$ cat config.mk
export PLATFORM = sky130hd
export DESIGN_NAME = hsvbo_ctrl
export DESIGN_NICKNAME = d
export VERILOG_FILES = /design/src/hdl/hsvbo_pkg.sv /design/src/hdl/hsvbo_ctrl.sv
export SDC_FILE = /design/constraint.sdc
export NUM_CORES = 1
export LEC_CHECK = 0
export ABC_AREA = 0
export BUFFER_PORTS_ARGS = -buffer_cell sky130_fd_sc_hd__buf_2
export CORE_AREA = 2 2 39 41
export CTS_CLUSTER_SIZE = 40
export DETAILED_ROUTE_END_ITERATION = 10
export DIE_AREA = 0 0 41 43
export GPL_TIMING_DRIVEN = 0
export PLACE_DENSITY = 0.5
export SETUP_SLACK_MARGIN = 0.5
export SLEW_MARGIN = 20
export SYNTH_ARGS = -nofsm -noshare
export SYNTH_HDL_FRONTEND = slang
export SYNTH_SLANG_ARGS = --single-unit
$ cat constraint.sdc
create_clock -name clock -period 3 [get_ports clock]
set_input_delay 0.3 -clock clock [delete_from_list [all_inputs] [get_ports clock]]
set_output_delay 0.3 -clock clock [all_outputs]
set_load 0.01 [all_outputs]
$ cat src/hdl/hsvbo_pkg.sv
`timescale 1ns / 1ps
`default_nettype none
// ----------------------------------------------------------------------------
// hsvbo_pkg
// Types and constants shared by the HSV band occupancy feature store.
// ----------------------------------------------------------------------------
package hsvbo_pkg;

   localparam int CNT_W        = 10;
   localparam int BAND_W       = 9;
   localparam int PIX_W        = 8;
   localparam int WORD_W       = 64;
   localparam int BIT_SEL_W    = 6;
   localparam int WORD_INDEX_W = 8;
   localparam int CMD_W        = 2;
   localparam int CSR_INDEX_W  = 3;
   localparam int CSR_DATA_W   = 10;

   localparam logic [PIX_W-1:0] HUE_RANGE = 8'd180;

   localparam logic [CNT_W-1:0]  IMAGE_WIDTH_RESET = 10'd250;
   localparam logic [CNT_W-1:0]  BLOCK_SIZE_RESET  = 10'd250;
   localparam logic [BAND_W-1:0] HUE_WIDTH_RESET   = 9'd18;
   localparam logic [BAND_W-1:0] HUE_COUNT_RESET   = 9'd10;
   localparam logic [BAND_W-1:0] SAT_WIDTH_RESET   = 9'd26;
   localparam logic [BAND_W-1:0] SAT_COUNT_RESET   = 9'd10;
   localparam logic [BAND_W-1:0] VAL_WIDTH_RESET   = 9'd26;
   localparam logic [BAND_W-1:0] VAL_COUNT_RESET   = 9'd10;

   typedef enum logic [CMD_W-1:0] {
      CMD_PIXEL = 2'd0,
      CMD_READ  = 2'd1,
      CMD_CLEAR = 2'd2,
      CMD_NONE  = 2'd3
   } cmd_type;

   typedef enum logic [CSR_INDEX_W-1:0] {
      CSR_IMAGE_WIDTH    = 3'd0,
      CSR_BLOCK_SIZE     = 3'd1,
      CSR_HUE_BAND_WIDTH = 3'd2,
      CSR_HUE_BAND_COUNT = 3'd3,
      CSR_SAT_BAND_WIDTH = 3'd4,
      CSR_SAT_BAND_COUNT = 3'd5,
      CSR_VAL_BAND_WIDTH = 3'd6,
      CSR_VAL_BAND_COUNT = 3'd7
   } csr_index_type;

   typedef enum logic [1:0] {
      MAC_BLOCK = 2'd0,
      MAC_HUE   = 2'd1,
      MAC_SAT   = 2'd2,
      MAC_VAL   = 2'd3
   } mac_sel_type;

   typedef enum logic [2:0] {
      ST_CLEAR      = 3'd0,
      ST_IDLE       = 3'd1,
      ST_DIV        = 3'd2,
      ST_MAC_SAT    = 3'd3,
      ST_MAC_VAL    = 3'd4,
      ST_MARK_READ  = 3'd5,
      ST_MARK_WRITE = 3'd6,
      ST_REPLY      = 3'd7
   } state_type;

   typedef struct packed {
      logic [CNT_W-1:0]  image_width;
      logic [CNT_W-1:0]  block_size;
      logic [BAND_W-1:0] hue_band_width;
      logic [BAND_W-1:0] hue_band_count;
      logic [BAND_W-1:0] sat_band_width;
      logic [BAND_W-1:0] sat_band_count;
      logic [BAND_W-1:0] val_band_width;
      logic [BAND_W-1:0] val_band_count;
   } cfg_type;

   typedef struct packed {
      logic        load_pixel;
      logic        load_read;
      logic        start_clear;
      logic        sweep;
      logic        mac_en;
      mac_sel_type mac_sel;
      logic        mark_read;
      logic        mark_write;
      logic        reply;
   } dp_cmd_type;

   typedef struct packed {
      logic div_done;
      logic sweep_last;
      logic rsp_busy;
   } dp_status_type;

endpackage
`default_nettype wire

$ cat src/hdl/hsvbo_ctrl.sv
`timescale 1ns / 1ps
`default_nettype none
// ----------------------------------------------------------------------------
// hsvbo_ctrl
// Sequencer: store sweep, pixel band/index/mark steps, word read and reply.
// ----------------------------------------------------------------------------
module hsvbo_ctrl import hsvbo_pkg::*; (
   input  wire logic             clock,
   input  wire logic             reset,
   input  wire logic             req_valid,
   input  wire logic [CMD_W-1:0] req_cmd,
   input  wire dp_status_type    status,
   output logic                  req_ready,
   output dp_cmd_type            cmd
);

   state_type state_ff, state_in;

   always_ff @(posedge clock) begin
      if (reset) begin
         state_ff <= ST_CLEAR;
      end else begin
         state_ff <= state_in;
      end
   end

   always_comb begin
      state_in  = state_ff;
      req_ready = 1'b0;
      cmd       = '0;
      unique case (state_ff)
         ST_CLEAR: begin
            cmd.sweep = 1'b1;
            if (status.sweep_last) begin
               state_in = ST_IDLE;
            end
         end
         ST_IDLE: begin
            req_ready = 1'b1;
            if (req_valid) begin
               unique case (cmd_type'(req_cmd))
                  CMD_PIXEL: begin
                     cmd.load_pixel = 1'b1;
                     cmd.mac_en     = 1'b1;
                     cmd.mac_sel    = MAC_BLOCK;
                     state_in       = ST_DIV;
                  end
                  CMD_READ: begin
                     cmd.load_read = 1'b1;
                     state_in      = ST_REPLY;
                  end
                  CMD_CLEAR: begin
                     cmd.start_clear = 1'b1;
                     state_in        = ST_CLEAR;
                  end
                  CMD_NONE: begin
                     state_in = ST_IDLE;
                  end
               endcase
            end
         end
         ST_DIV: begin
            if (status.div_done) begin
               cmd.mac_en  = 1'b1;
               cmd.mac_sel = MAC_HUE;
               state_in    = ST_MAC_SAT;
            end
         end
         ST_MAC_SAT: begin
            cmd.mac_en  = 1'b1;
            cmd.mac_sel = MAC_SAT;
            state_in    = ST_MAC_VAL;
         end
         ST_MAC_VAL: begin
            cmd.mac_en  = 1'b1;
            cmd.mac_sel = MAC_VAL;
            state_in    = ST_MARK_READ;
         end
         ST_MARK_READ: begin
            cmd.mark_read = 1'b1;
            state_in      = ST_MARK_WRITE;
         end
         ST_MARK_WRITE: begin
            cmd.mark_write = 1'b1;
            state_in       = ST_IDLE;
         end
         ST_REPLY: begin
            if (!status.rsp_busy) begin
               cmd.reply = 1'b1;
               state_in  = ST_IDLE;
            end
         end
      endcase
   end

endmodule
`default_nettype wire

==> impl_metrics.py <==
metrics = {
    "synth": {
        "yosys-top-cells-area": "dfxtp_1, nand2_1, a311oi_1",
        "synth_top_family_by_area": "simple AND/OR/NAND/NOR gates",
        "yosys.area.top_type_share_pct": 19.0,
        "synth_most_common_cell": "nand2_1",
        "synthAdderAreaFrac_pct": 0,
        "synth_area_sq_um": 315,
        "yosysTopAreaCell": "dfxtp_1",
        "syn_nets": 54,
        "async_flop_share_pct": 0,
        "synth-compound-area-share_pct": 33.7,
        "synth_simple_gate_area_share_pct": 37.3,
        "yosys-top-cells-count": "nand2_1, nor3_1, a311oi_1, dfxtp_1, nor2_1",
        "synth_ff_type": "dfxtp_1",
        "syn_avg_cell_area_sq_um": 6.85,
        "synth_xor_area_share_pct": 0,
        "synthMuxAreaShare_pct": 0,
        "ys_types": 26,
        "synth-seq-cells": 3,
        "synth_enable_flop_cells": 0,
        "seq_area_frac_synth_pct": 19.0,
        "synth_warnings": 0,
        "syn_inst": 46,
    },
    "floorplanning": {
        "die_area_sq_um": 1760,
        "core-area_sq_um": 1380,
        "num_rows": 14,
        "initial_core_util_pct": 22.8,
        "die_h_microns": 43,
        "die_w_microns": 41,
        "io_pins": 19,
    },
    "timing": {
        "setup_tns_ps": 0,
        "clock_skew_ps": 3.15,
        "slew_viol_final": 0,
        "fmax_mhz": 569,
        "whs_ps": 261,
        "grt_setup_unrepaired": "no",
        "tightest_slew_ps": 347,
        "hold_viol_final": 0,
        "period_share_pct": 58.5,
        "period_minus_slack_ps": 1760,
        "slew_headroom_pct": 76.9,
        "finalSetupViolations": 0,
    },
    "drt": {
        "drtIter0Drc": 12,
        "vias": 430,
        "via_per_inst": 5.12,
        "detail-route-antenna-nets": 0,
        "first_pass_iters": 4,
        "remaining_drc_errors": 0,
        "wire_per_inst_microns": 11.1,
        "wl_microns": 929,
    },
    "finish": {
        "num-fill-cells": 166,
        "finalNetCount": 77,
        "antenna_cells": 0,
        "fin_area_sq_um": 452,
        "largest_reg_flops": 3,
        "top_register": "state_ff",
        "syn_to_final_growth_pct": 43.3,
        "drive_gt1_share_pct": 41.2,
        "reg_top3": "state_ff x3",
    },
    "setup_path": {
        "path_delay_family": "buffers and inverters",
        "crit_required_ps": 2700,
        "startpoint": "state_ff[0]$_SDFFE_PP0P_",
        "cp.buffers_inverters": 2,
        "reg2reg_from": "state_ff[2]$_SDFFE_PP0P_",
        "cp_max_fo": 10,
        "crit_chain": "clkbuf_1, a22oi_1, o22ai_1, buf_2",
        "slowest_delay_ps": 460,
        "crit_arrival_ps": 1460,
        "end_kind": "output port",
        "startpoint_type": "flip-flop",
        "path_class": "flip-flop to output port",
        "cp_slowest_cell": "dfxtp_1",
    },
    "cts": {
        "root_buffer": "clkbuf_4",
        "cts.sinks": 3,
        "clkLatencyLatePin_ps": 240,
        "clkSlewWorstSetupHoldPaths_ps": 40,
        "cts_tree": "built",
        "cts_buffers": 3,
        "cts_max_path_buffers": 2,
        "post-cts-setup-buffers": 0,
        "cts_resized": 0,
        "ctsHtreeMaxLevel": 1,
        "hold_buffers": 0,
    },
    "power": {
        "pwr_density_cell_nw_per_um2": 919,
        "p_comb_share_pct": 64.3,
        "leakage_nw": 0.234,
        "p_switching_uw": 197,
        "p_clk_share_pct": 17.6,
        "p_total_uw": 415,
        "p_sw_share_pct": 47.5,
        "p_seq_share_pct": 18.1,
        "p_int_uw": 218,
        "peakVddDrop_uv": 374,
    },
    "place": {
        "io_buffer_count": 18,
        "finalWeightedCongestion": 0.713,
        "postPlaceCellArea_sq_um": 425,
        "dp_hpwl_microns": 676,
    },
    "grt": {
        "grt_pass1_wl_microns": 1500,
        "grt_pass1_vias": 377,
        "overflow": 0,
        "grt_use_total_pct": 12.4,
        "antenna_found_initial": 0,
        "grt_max_degree": 11,
    },
    "run_status": {
        "status": "finished, final reports clean",
    },
    "worst_hold_path": {
        "hold_path.startpoint": "reset",
        "worst_hold_path_type": "primary input to flip-flop",
    },
    "job": {
        "cap_violations": 0,
    },
}
cells in the final DEF, fill, tap and decap left out:
cell,Yosys,final
nor3_2,1,1
inv_2,1,1
dfxtp_1,3,3
o21ai_1,1,1
buf_2,1,19
o21ai_2,1,1
a21oi_1,1,1
a211o_1,1,1
and3_1,2,2
a311oi_1,3,3
buf_6,1,1
o21ai_0,2,2
nand2_1,7,7
nor2_2,1,1
nor3_1,5,5
nor2b_1,1,1
nor3b_1,1,1
nand2b_1,2,2
clkbuf_4,0,3
a221oi_2,1,1
a21o_1,1,1
clkbuf_1,1,2
a22oi_1,1,1
inv_1,2,2
o22ai_1,1,1
nor2_1,3,3
a31oi_1,1,1
layer usage:
layer	track usage [%]	vias to the layer above	part of all wire, %
met4	2.00	0	0
met3	6.28	0	9.0
met1	16.0	197	50
met2	18.4	18	41
li1	-	215	-
met5	0	-	0
worst register-to-register path, stage by stage, from the launching register on:
cell and delay [ps]:
dfxtp_1 420, buf_2 250, nor3_1 60, a311oi_1 320
a221oi_2 90
cell families (layout without fill, tap and decap cells):
kind of cell,Yosys count,after routing
AND/OR/NAND/NOR,23,23
AO/OA/AOI/OAI,14,14
buffers and inverters,6,28
flip-flops,3,3
cell type report:
class	count	area [sq um]	area share (%)
Multi-Input combinational cell	37	224	49.6
Timing Repair Buffer	18	90.1	19.9
Sequential cell	3	60.1	13.3
Clock buffer	4	26.3	5.82
Buffer	3	20.0	4.43
Tap cell	16	20.0	4.43
Inverter	3	11.3	2.49
power by group through the flow:
stage,combinational (mW),sequential [mW],clock (mW)
after global routing,0.307,0.0780,0.0823
after floorplan,0.198,0.0695,0
after global placement,0.267,0.0753,0
after detailed placement,0.269,0.0754,0
final,0.267,0.0750,0.0730
after CTS,0.269,0.0742,0.0761
path summary, 6_finish.rpt:
path / to / slack (ps) / cells past startpoint
min: state_ff[1]$_SDFFE_PP0P_ / 260 / 2
min reg2reg: state_ff[2]$_SDFFE_PP0P_ / 620 / 2
max: cmd[5] / 1240 / 4
max reg2reg: state_ff[1]$_SDFFE_PP0P_ / 1740 / 4
stage by stage:
step | cells | util (%) | setup WS, ps
after floorplan | 46 | - | 1680
after global placement | 80 | 30.7 | 1510
after detailed placement | 80 | 30.7 | 1490
after CTS | 84 | 32.6 | 1240
after global routing | 84 | 32.6 | 1070
final | 84 | 32.6 | 1240
No activity file was read; power rests on OpenSTA's default activity.
