## config.mk

```make
export PLATFORM = sky130hd
export DESIGN_NAME = hsvbo_regs
export DESIGN_NICKNAME = d
export VERILOG_FILES = /design/src/hdl/hsvbo_pkg.sv /design/src/hdl/hsvbo_regs.sv
export SDC_FILE = /design/constraint.sdc
export NUM_CORES = 1
export LEC_CHECK = 0
export BUFFER_PORTS_ARGS = -buffer_cell sky130_fd_sc_hd__buf_2
export CAP_MARGIN = 0
export CORE_MARGIN = 3
export CORE_UTILIZATION = 30
export DETAILED_ROUTE_END_ITERATION = 10
export MAX_ROUTING_LAYER = met4
export SLEW_MARGIN = 20
export SYNTH_ARGS = -nofsm -noshare
export SYNTH_HDL_FRONTEND = slang
export SYNTH_SLANG_ARGS = --single-unit
```

## constraint.sdc

```tcl
create_clock -name clock -period 2.41 [get_ports clock]
set_input_delay 0.482 -clock clock [delete_from_list [all_inputs] [get_ports clock]]
set_output_delay 0.482 -clock clock [all_outputs]
set_load 0.02 [all_outputs]
```

## src/hdl/hsvbo_pkg.sv

```systemverilog
`timescale 1ns / 1ps
`default_nettype none
// ----------------------------------------------------------------------------
// hsvbo_pkg
// Types and constants shared by the HSV band occupancy feature store.
// ----------------------------------------------------------------------------
package hsvbo_pkg;

   localparam int CNT_W        = 10;
   localparam int BAND_W       = 9;
   localparam int PIX_W        = 8;
   localparam int WORD_W       = 64;
   localparam int BIT_SEL_W    = 6;
   localparam int WORD_INDEX_W = 8;
   localparam int CMD_W        = 2;
   localparam int CSR_INDEX_W  = 3;
   localparam int CSR_DATA_W   = 10;

   localparam logic [PIX_W-1:0] HUE_RANGE = 8'd180;

   localparam logic [CNT_W-1:0]  IMAGE_WIDTH_RESET = 10'd250;
   localparam logic [CNT_W-1:0]  BLOCK_SIZE_RESET  = 10'd250;
   localparam logic [BAND_W-1:0] HUE_WIDTH_RESET   = 9'd18;
   localparam logic [BAND_W-1:0] HUE_COUNT_RESET   = 9'd10;
   localparam logic [BAND_W-1:0] SAT_WIDTH_RESET   = 9'd26;
   localparam logic [BAND_W-1:0] SAT_COUNT_RESET   = 9'd10;
   localparam logic [BAND_W-1:0] VAL_WIDTH_RESET   = 9'd26;
   localparam logic [BAND_W-1:0] VAL_COUNT_RESET   = 9'd10;

   typedef enum logic [CMD_W-1:0] {
      CMD_PIXEL = 2'd0,
      CMD_READ  = 2'd1,
      CMD_CLEAR = 2'd2,
      CMD_NONE  = 2'd3
   } cmd_type;

   typedef enum logic [CSR_INDEX_W-1:0] {
      CSR_IMAGE_WIDTH    = 3'd0,
      CSR_BLOCK_SIZE     = 3'd1,
      CSR_HUE_BAND_WIDTH = 3'd2,
      CSR_HUE_BAND_COUNT = 3'd3,
      CSR_SAT_BAND_WIDTH = 3'd4,
      CSR_SAT_BAND_COUNT = 3'd5,
      CSR_VAL_BAND_WIDTH = 3'd6,
      CSR_VAL_BAND_COUNT = 3'd7
   } csr_index_type;

   typedef enum logic [1:0] {
      MAC_BLOCK = 2'd0,
      MAC_HUE   = 2'd1,
      MAC_SAT   = 2'd2,
      MAC_VAL   = 2'd3
   } mac_sel_type;

   typedef enum logic [2:0] {
      ST_CLEAR      = 3'd0,
      ST_IDLE       = 3'd1,
      ST_DIV        = 3'd2,
      ST_MAC_SAT    = 3'd3,
      ST_MAC_VAL    = 3'd4,
      ST_MARK_READ  = 3'd5,
      ST_MARK_WRITE = 3'd6,
      ST_REPLY      = 3'd7
   } state_type;

   typedef struct packed {
      logic [CNT_W-1:0]  image_width;
      logic [CNT_W-1:0]  block_size;
      logic [BAND_W-1:0] hue_band_width;
      logic [BAND_W-1:0] hue_band_count;
      logic [BAND_W-1:0] sat_band_width;
      logic [BAND_W-1:0] sat_band_count;
      logic [BAND_W-1:0] val_band_width;
      logic [BAND_W-1:0] val_band_count;
   } cfg_type;

   typedef struct packed {
      logic        load_pixel;
      logic        load_read;
      logic        start_clear;
      logic        sweep;
      logic        mac_en;
      mac_sel_type mac_sel;
      logic        mark_read;
      logic        mark_write;
      logic        reply;
   } dp_cmd_type;

   typedef struct packed {
      logic div_done;
      logic sweep_last;
      logic rsp_busy;
   } dp_status_type;

endpackage
`default_nettype wire

```

## src/hdl/hsvbo_regs.sv

```systemverilog
`timescale 1ns / 1ps
`default_nettype none
// ----------------------------------------------------------------------------
// hsvbo_regs
// Configuration register file written through the CSR channel.
// ----------------------------------------------------------------------------
module hsvbo_regs import hsvbo_pkg::*; (
   input  wire logic                   clock,
   input  wire logic                   reset,
   input  wire logic                   csr_valid,
   input  wire logic [CSR_INDEX_W-1:0] csr_index,
   input  wire logic [CSR_DATA_W-1:0]  csr_data,
   output logic                        csr_ready,
   output cfg_type                     cfg
);

   cfg_type cfg_ff, cfg_in;

   assign csr_ready = 1'b1;

   always_comb begin
      cfg_in = cfg_ff;
      if (csr_valid && csr_ready) begin
         unique case (csr_index_type'(csr_index))
            CSR_IMAGE_WIDTH:    cfg_in.image_width    = csr_data;
            CSR_BLOCK_SIZE:     cfg_in.block_size     = csr_data;
            CSR_HUE_BAND_WIDTH: cfg_in.hue_band_width = csr_data[BAND_W-1:0];
            CSR_HUE_BAND_COUNT: cfg_in.hue_band_count = csr_data[BAND_W-1:0];
            CSR_SAT_BAND_WIDTH: cfg_in.sat_band_width = csr_data[BAND_W-1:0];
            CSR_SAT_BAND_COUNT: cfg_in.sat_band_count = csr_data[BAND_W-1:0];
            CSR_VAL_BAND_WIDTH: cfg_in.val_band_width = csr_data[BAND_W-1:0];
            CSR_VAL_BAND_COUNT: cfg_in.val_band_count = csr_data[BAND_W-1:0];
         endcase
      end
   end

   always_ff @(posedge clock) begin
      if (reset) begin
         cfg_ff.image_width    <= IMAGE_WIDTH_RESET;
         cfg_ff.block_size     <= BLOCK_SIZE_RESET;
         cfg_ff.hue_band_width <= HUE_WIDTH_RESET;
         cfg_ff.hue_band_count <= HUE_COUNT_RESET;
         cfg_ff.sat_band_width <= SAT_WIDTH_RESET;
         cfg_ff.sat_band_count <= SAT_COUNT_RESET;
         cfg_ff.val_band_width <= VAL_WIDTH_RESET;
         cfg_ff.val_band_count <= VAL_COUNT_RESET;
      end else begin
         cfg_ff <= cfg_in;
      end
   end

   assign cfg = cfg_ff;

endmodule
`default_nettype wire

```

==> metrics.md <==
| Metric | Value |
|---|---|
| Result of the run | `complete, no violations` |
| Multiplexer area fraction after synthesis | `0.252` |
| Final Hold Viols | `0` |
| Final WS setup | `1.04 ns` |
| Post-Syn Instances | `274` |
| Net count after synthesis | `290` |
| Antenna violations before repair | `0` |
| Critical Path End | `cfg[70]$_SDFFE_PP1P_` |
| Gates resized, CTS repair | `0` |
| Clock buffer count from CTS | `9` |
| Largest stage delay, worst path | `0.73 ns` |
| Post-synthesis instance area | `2940 um^2` |
| Post-synth top area share | `0.504` |
| Final clock skew | `0 ns` |
| Clock tree from TritonCTS | `built` |
| Rows | `35` |
| Critical hold path startpoint | `csr_data[3]` |
| Post-CTS repair timing setup buffer count | `0` |
| P_int | `1.97 mW` |
| Synthesis warning total | `0` |
| Reported net switching power | `593 uW` |
| Height of the die | `105 um` |
| Number of nets in the final layout | `372` |
| Reg2Reg Capture Point | `cfg[1]$_SDFFE_PP1P_` |
| Fraction of final layout cells sized beyond drive strength 1 | `0.319` |
| Share of the synthesized netlist area taken by xor and xnor gates | `0` |
| Arrival time reported for the critical path endpoint | `1.65 ns` |
| Area growth from synthesis to layout | `26.5%` |
| Post-CTS Hold Buffers | `0` |
| Setup crit end kind | `register` |
| Antenna Cells | `0` |
| Global-route wire length before repair | `11700 um` |
| Number of flip-flops under the largest register name | `74` |
| Core region area | `9370 um^2` |
| Starting density of the core | `0.314` |
| RSZ-0062 raised after global routing | `false` |
| Ratio of final minimum period to clock period | `0.570` |
| Switching part of the total power | `0.231` |
| Relative slew slack | `0.473` |
| Synth area leaders | `sky130_fd_sc_hd__dfxtp_1 50%, sky130_fd_sc_hd__mux2i_1 25%, sky130_fd_sc_hd__nand2b_1 12%` |
| P_leak | `1.89 nW` |
| Routed WL | `7440 um` |
| Path depth of the worst reg2reg path | `2` |
| H-tree Lvls | `3` |
| RR Startpoint | `cfg[1]$_SDFFE_PP1P_` |
| Flop2flop setup slack | `1.76 ns` |
| Register clock-pin slew on the reported worst setup and hold paths | `0.08 ns` |
| EDFF count, synth | `0` |
| Routability congestion estimate | `0.736` |
| Total power of the final layout | `2.56 mW` |
| FF+latch count, synth | `74` |
| Count of buffers inserted at the top-level ports | `89` |
| Simple-gate area share of the yosys netlist | `0.198` |
| Cell taking the most area after synthesis | `sky130_fd_sc_hd__dfxtp_1` |
| Via count | `2111` |
| Transition time at the pin with the least slew margin | `0.788 ns` |
| Maximum number of pins on one net before global-route repair | `32` |
| Max-cap violations | `0` |
| Number of max-slew violations in the final report | `0` |
| First-iteration detailed-routing DRC count | `70` |
| Area share of fa/ha/maj cells after synthesis | `0` |
| Worst setup path startpoint | `csr_index[0]` |
| Portion of total power attributed to combinational logic | `0.082` |
| Critical path class | `in -> reg` |
| Master cell of the clock root buffer | `sky130_fd_sc_hd__clkbuf_8` |
| Horiz. Die Dim | `105 um` |
| Number of global-route vias before repair | `2118` |
| Hold Slack | `0.417 ns` |
| Cell type of the slowest stage on the worst timing path | `sky130_fd_sc_hd__nor4b_2` |
| Achievable clock frequency | `0.728 GHz` |
| Number of remaining DRC errors | `0` |
| Post-Synthesis Mean Instance Area | `10.7 um^2` |
| Sort of element at the start of the critical path | `input pin` |
| Worst path cell trace | `buf_2 > nor4b_2 > mux2i_1` |
| Crit path time final | `1.37 ns` |
| Area of the die | `11000 um^2` |
| Power share of the clock group | `0.426` |
| Final core utilization | `0.397` |
| First-pass detailed-route iteration total | `4` |
| Worst Path Required | `2.68 ns` |
| Total number of clock tree sinks | `74` |
| Total routing usage reported by global routing | `0.141` |
| Peak ir drop on the vdd network | `0.000334 V` |
| Number of nets with antenna violations after routing | `0` |
| Setup WS pre-CTS | `0.677 ns` |
| Worst skew pair latency | `0.33 ns` |
| Top cells by instance count after synthesis | `74 x sky130_fd_sc_hd__dfxtp_1, 74 x sky130_fd_sc_hd__mux2i_1, 57 x sky130_fd_sc_hd__nand2b_1` |
| Synthesized-area fraction occupied by ao, oa, aoi and oai cells | `0` |
| Largest fanout on the critical path | `10` |
| Dominant combinational cell family by area after synthesis | `multiplexers` |
| Finish-stage setup viols | `0` |
| Vias/cell | `4.31` |
| Sum of negative setup slack | `0 ns` |
| Power density over the cells | `690 nW/um^2` |
| Final HPWL from detailed placement | `5290 um` |
| Count of cell types in the netlist | `16` |
| Maximum root-to-sink buffer count | `2` |
| Fraction of registers with async set or reset after synthesis | `0` |
| Post-synthesis sequential area ratio | `0.504` |
| Number of placed I/O pins | `91` |
| Routed length per placed instance | `15.2 um` |
| Total gr overflow | `0` |
| Sequential share of power | `0.493` |
| Top_reg_cell synth | `sky130_fd_sc_hd__dfxtp_1` |
| Path class of the lowest-slack min-delay path | `in -> reg` |
==> cell type report <==
class	count	area [um^2]
Fill cell	958	5650
Sequential cell	74	1480
Clock buffer	12	155
Multi-Input combinational cell	174	1340
Clock inverter	4	73.8
Tap cell	129	161
Timing Repair Buffer	97	505
==> how the worst min path moves through the flow <==
stage / to / depth (start not counted)
after CTS: cfg[48]$_SDFFE_PP0P_ / 3
after global routing: cfg[48]$_SDFFE_PP0P_ / 3
after floorplan: cfg[40]$_SDFFE_PP0P_ / 2
final: cfg[48]$_SDFFE_PP0P_ / 3
after detailed placement: cfg[73]$_SDFFE_PP0P_ / 2
after global placement: cfg[73]$_SDFFE_PP0P_ / 2
==> layout by cell type (no fill, tap or decap) <==
cell type and instances:
sky130_fd_sc_hd__and4b_1 1, sky130_fd_sc_hd__buf_2 89, sky130_fd_sc_hd__buf_4 8, sky130_fd_sc_hd__bufinv_16 2
sky130_fd_sc_hd__clkbuf_1 1, sky130_fd_sc_hd__clkbuf_8 11, sky130_fd_sc_hd__clkinv_2 1, sky130_fd_sc_hd__clkinv_4 1
sky130_fd_sc_hd__conb_1 1, sky130_fd_sc_hd__dfxtp_1 74, sky130_fd_sc_hd__mux2i_1 74, sky130_fd_sc_hd__nand2b_1 57
sky130_fd_sc_hd__nand4_1 1, sky130_fd_sc_hd__nand4b_1 3, sky130_fd_sc_hd__nand4bb_1 2, sky130_fd_sc_hd__nor2_1 32
sky130_fd_sc_hd__nor4b_2 1, sky130_fd_sc_hd__nor4bb_4 1, sky130_fd_sc_hd__or4b_4 1
==> per-stage QoR <==
stage,instance area [um^2],std cells
2_1_floorplan,2940,274
3_3_place_gp,3490,474
3_5_place_dp,3490,474
4_1_cts,3720,490
5_1_grt,3720,490
6_report,3720,490
==> power by group through the flow <==
stage	sequential [mW]	combinational, mW	clock [mW]
finish	1.26	0.210	1.09
global route	1.27	0.227	1.19
floorplan	1.32	0.110	0
global placement	1.29	0.210	0
detailed placement	1.29	0.213	0
CTS	1.26	0.214	1.12
==> routing by layer <==
metal	GRT usage	routed length, um	vias to the layer above	part of all wire
li1	-	-	1065	-
met5	-	0	-	0
met3	0.0494	422	5	0.057
met4	0.0403	53	0	0.0071
met1	0.182	3570	987	0.48
met2	0.210	3390	54	0.46
==> cell families (layout without fill, tap and decap cells) <==
| logic type | Yosys count | count (layout) |
|---|---|---|
| buffers and inverters | 26 | 113 |
| DFF | 74 | 74 |
| muxes | 74 | 74 |
| other | 1 | 1 |
| and+or+nand+nor | 99 | 99 |
==> critical path, delay by kind of cell <==
kind / cells / cell delay, ns
simple gates: 1 / 0.73
mux: 1 / 0.26
buf+inv: 1 / 0.17
No activity file was read; power rests on OpenSTA's default activity.
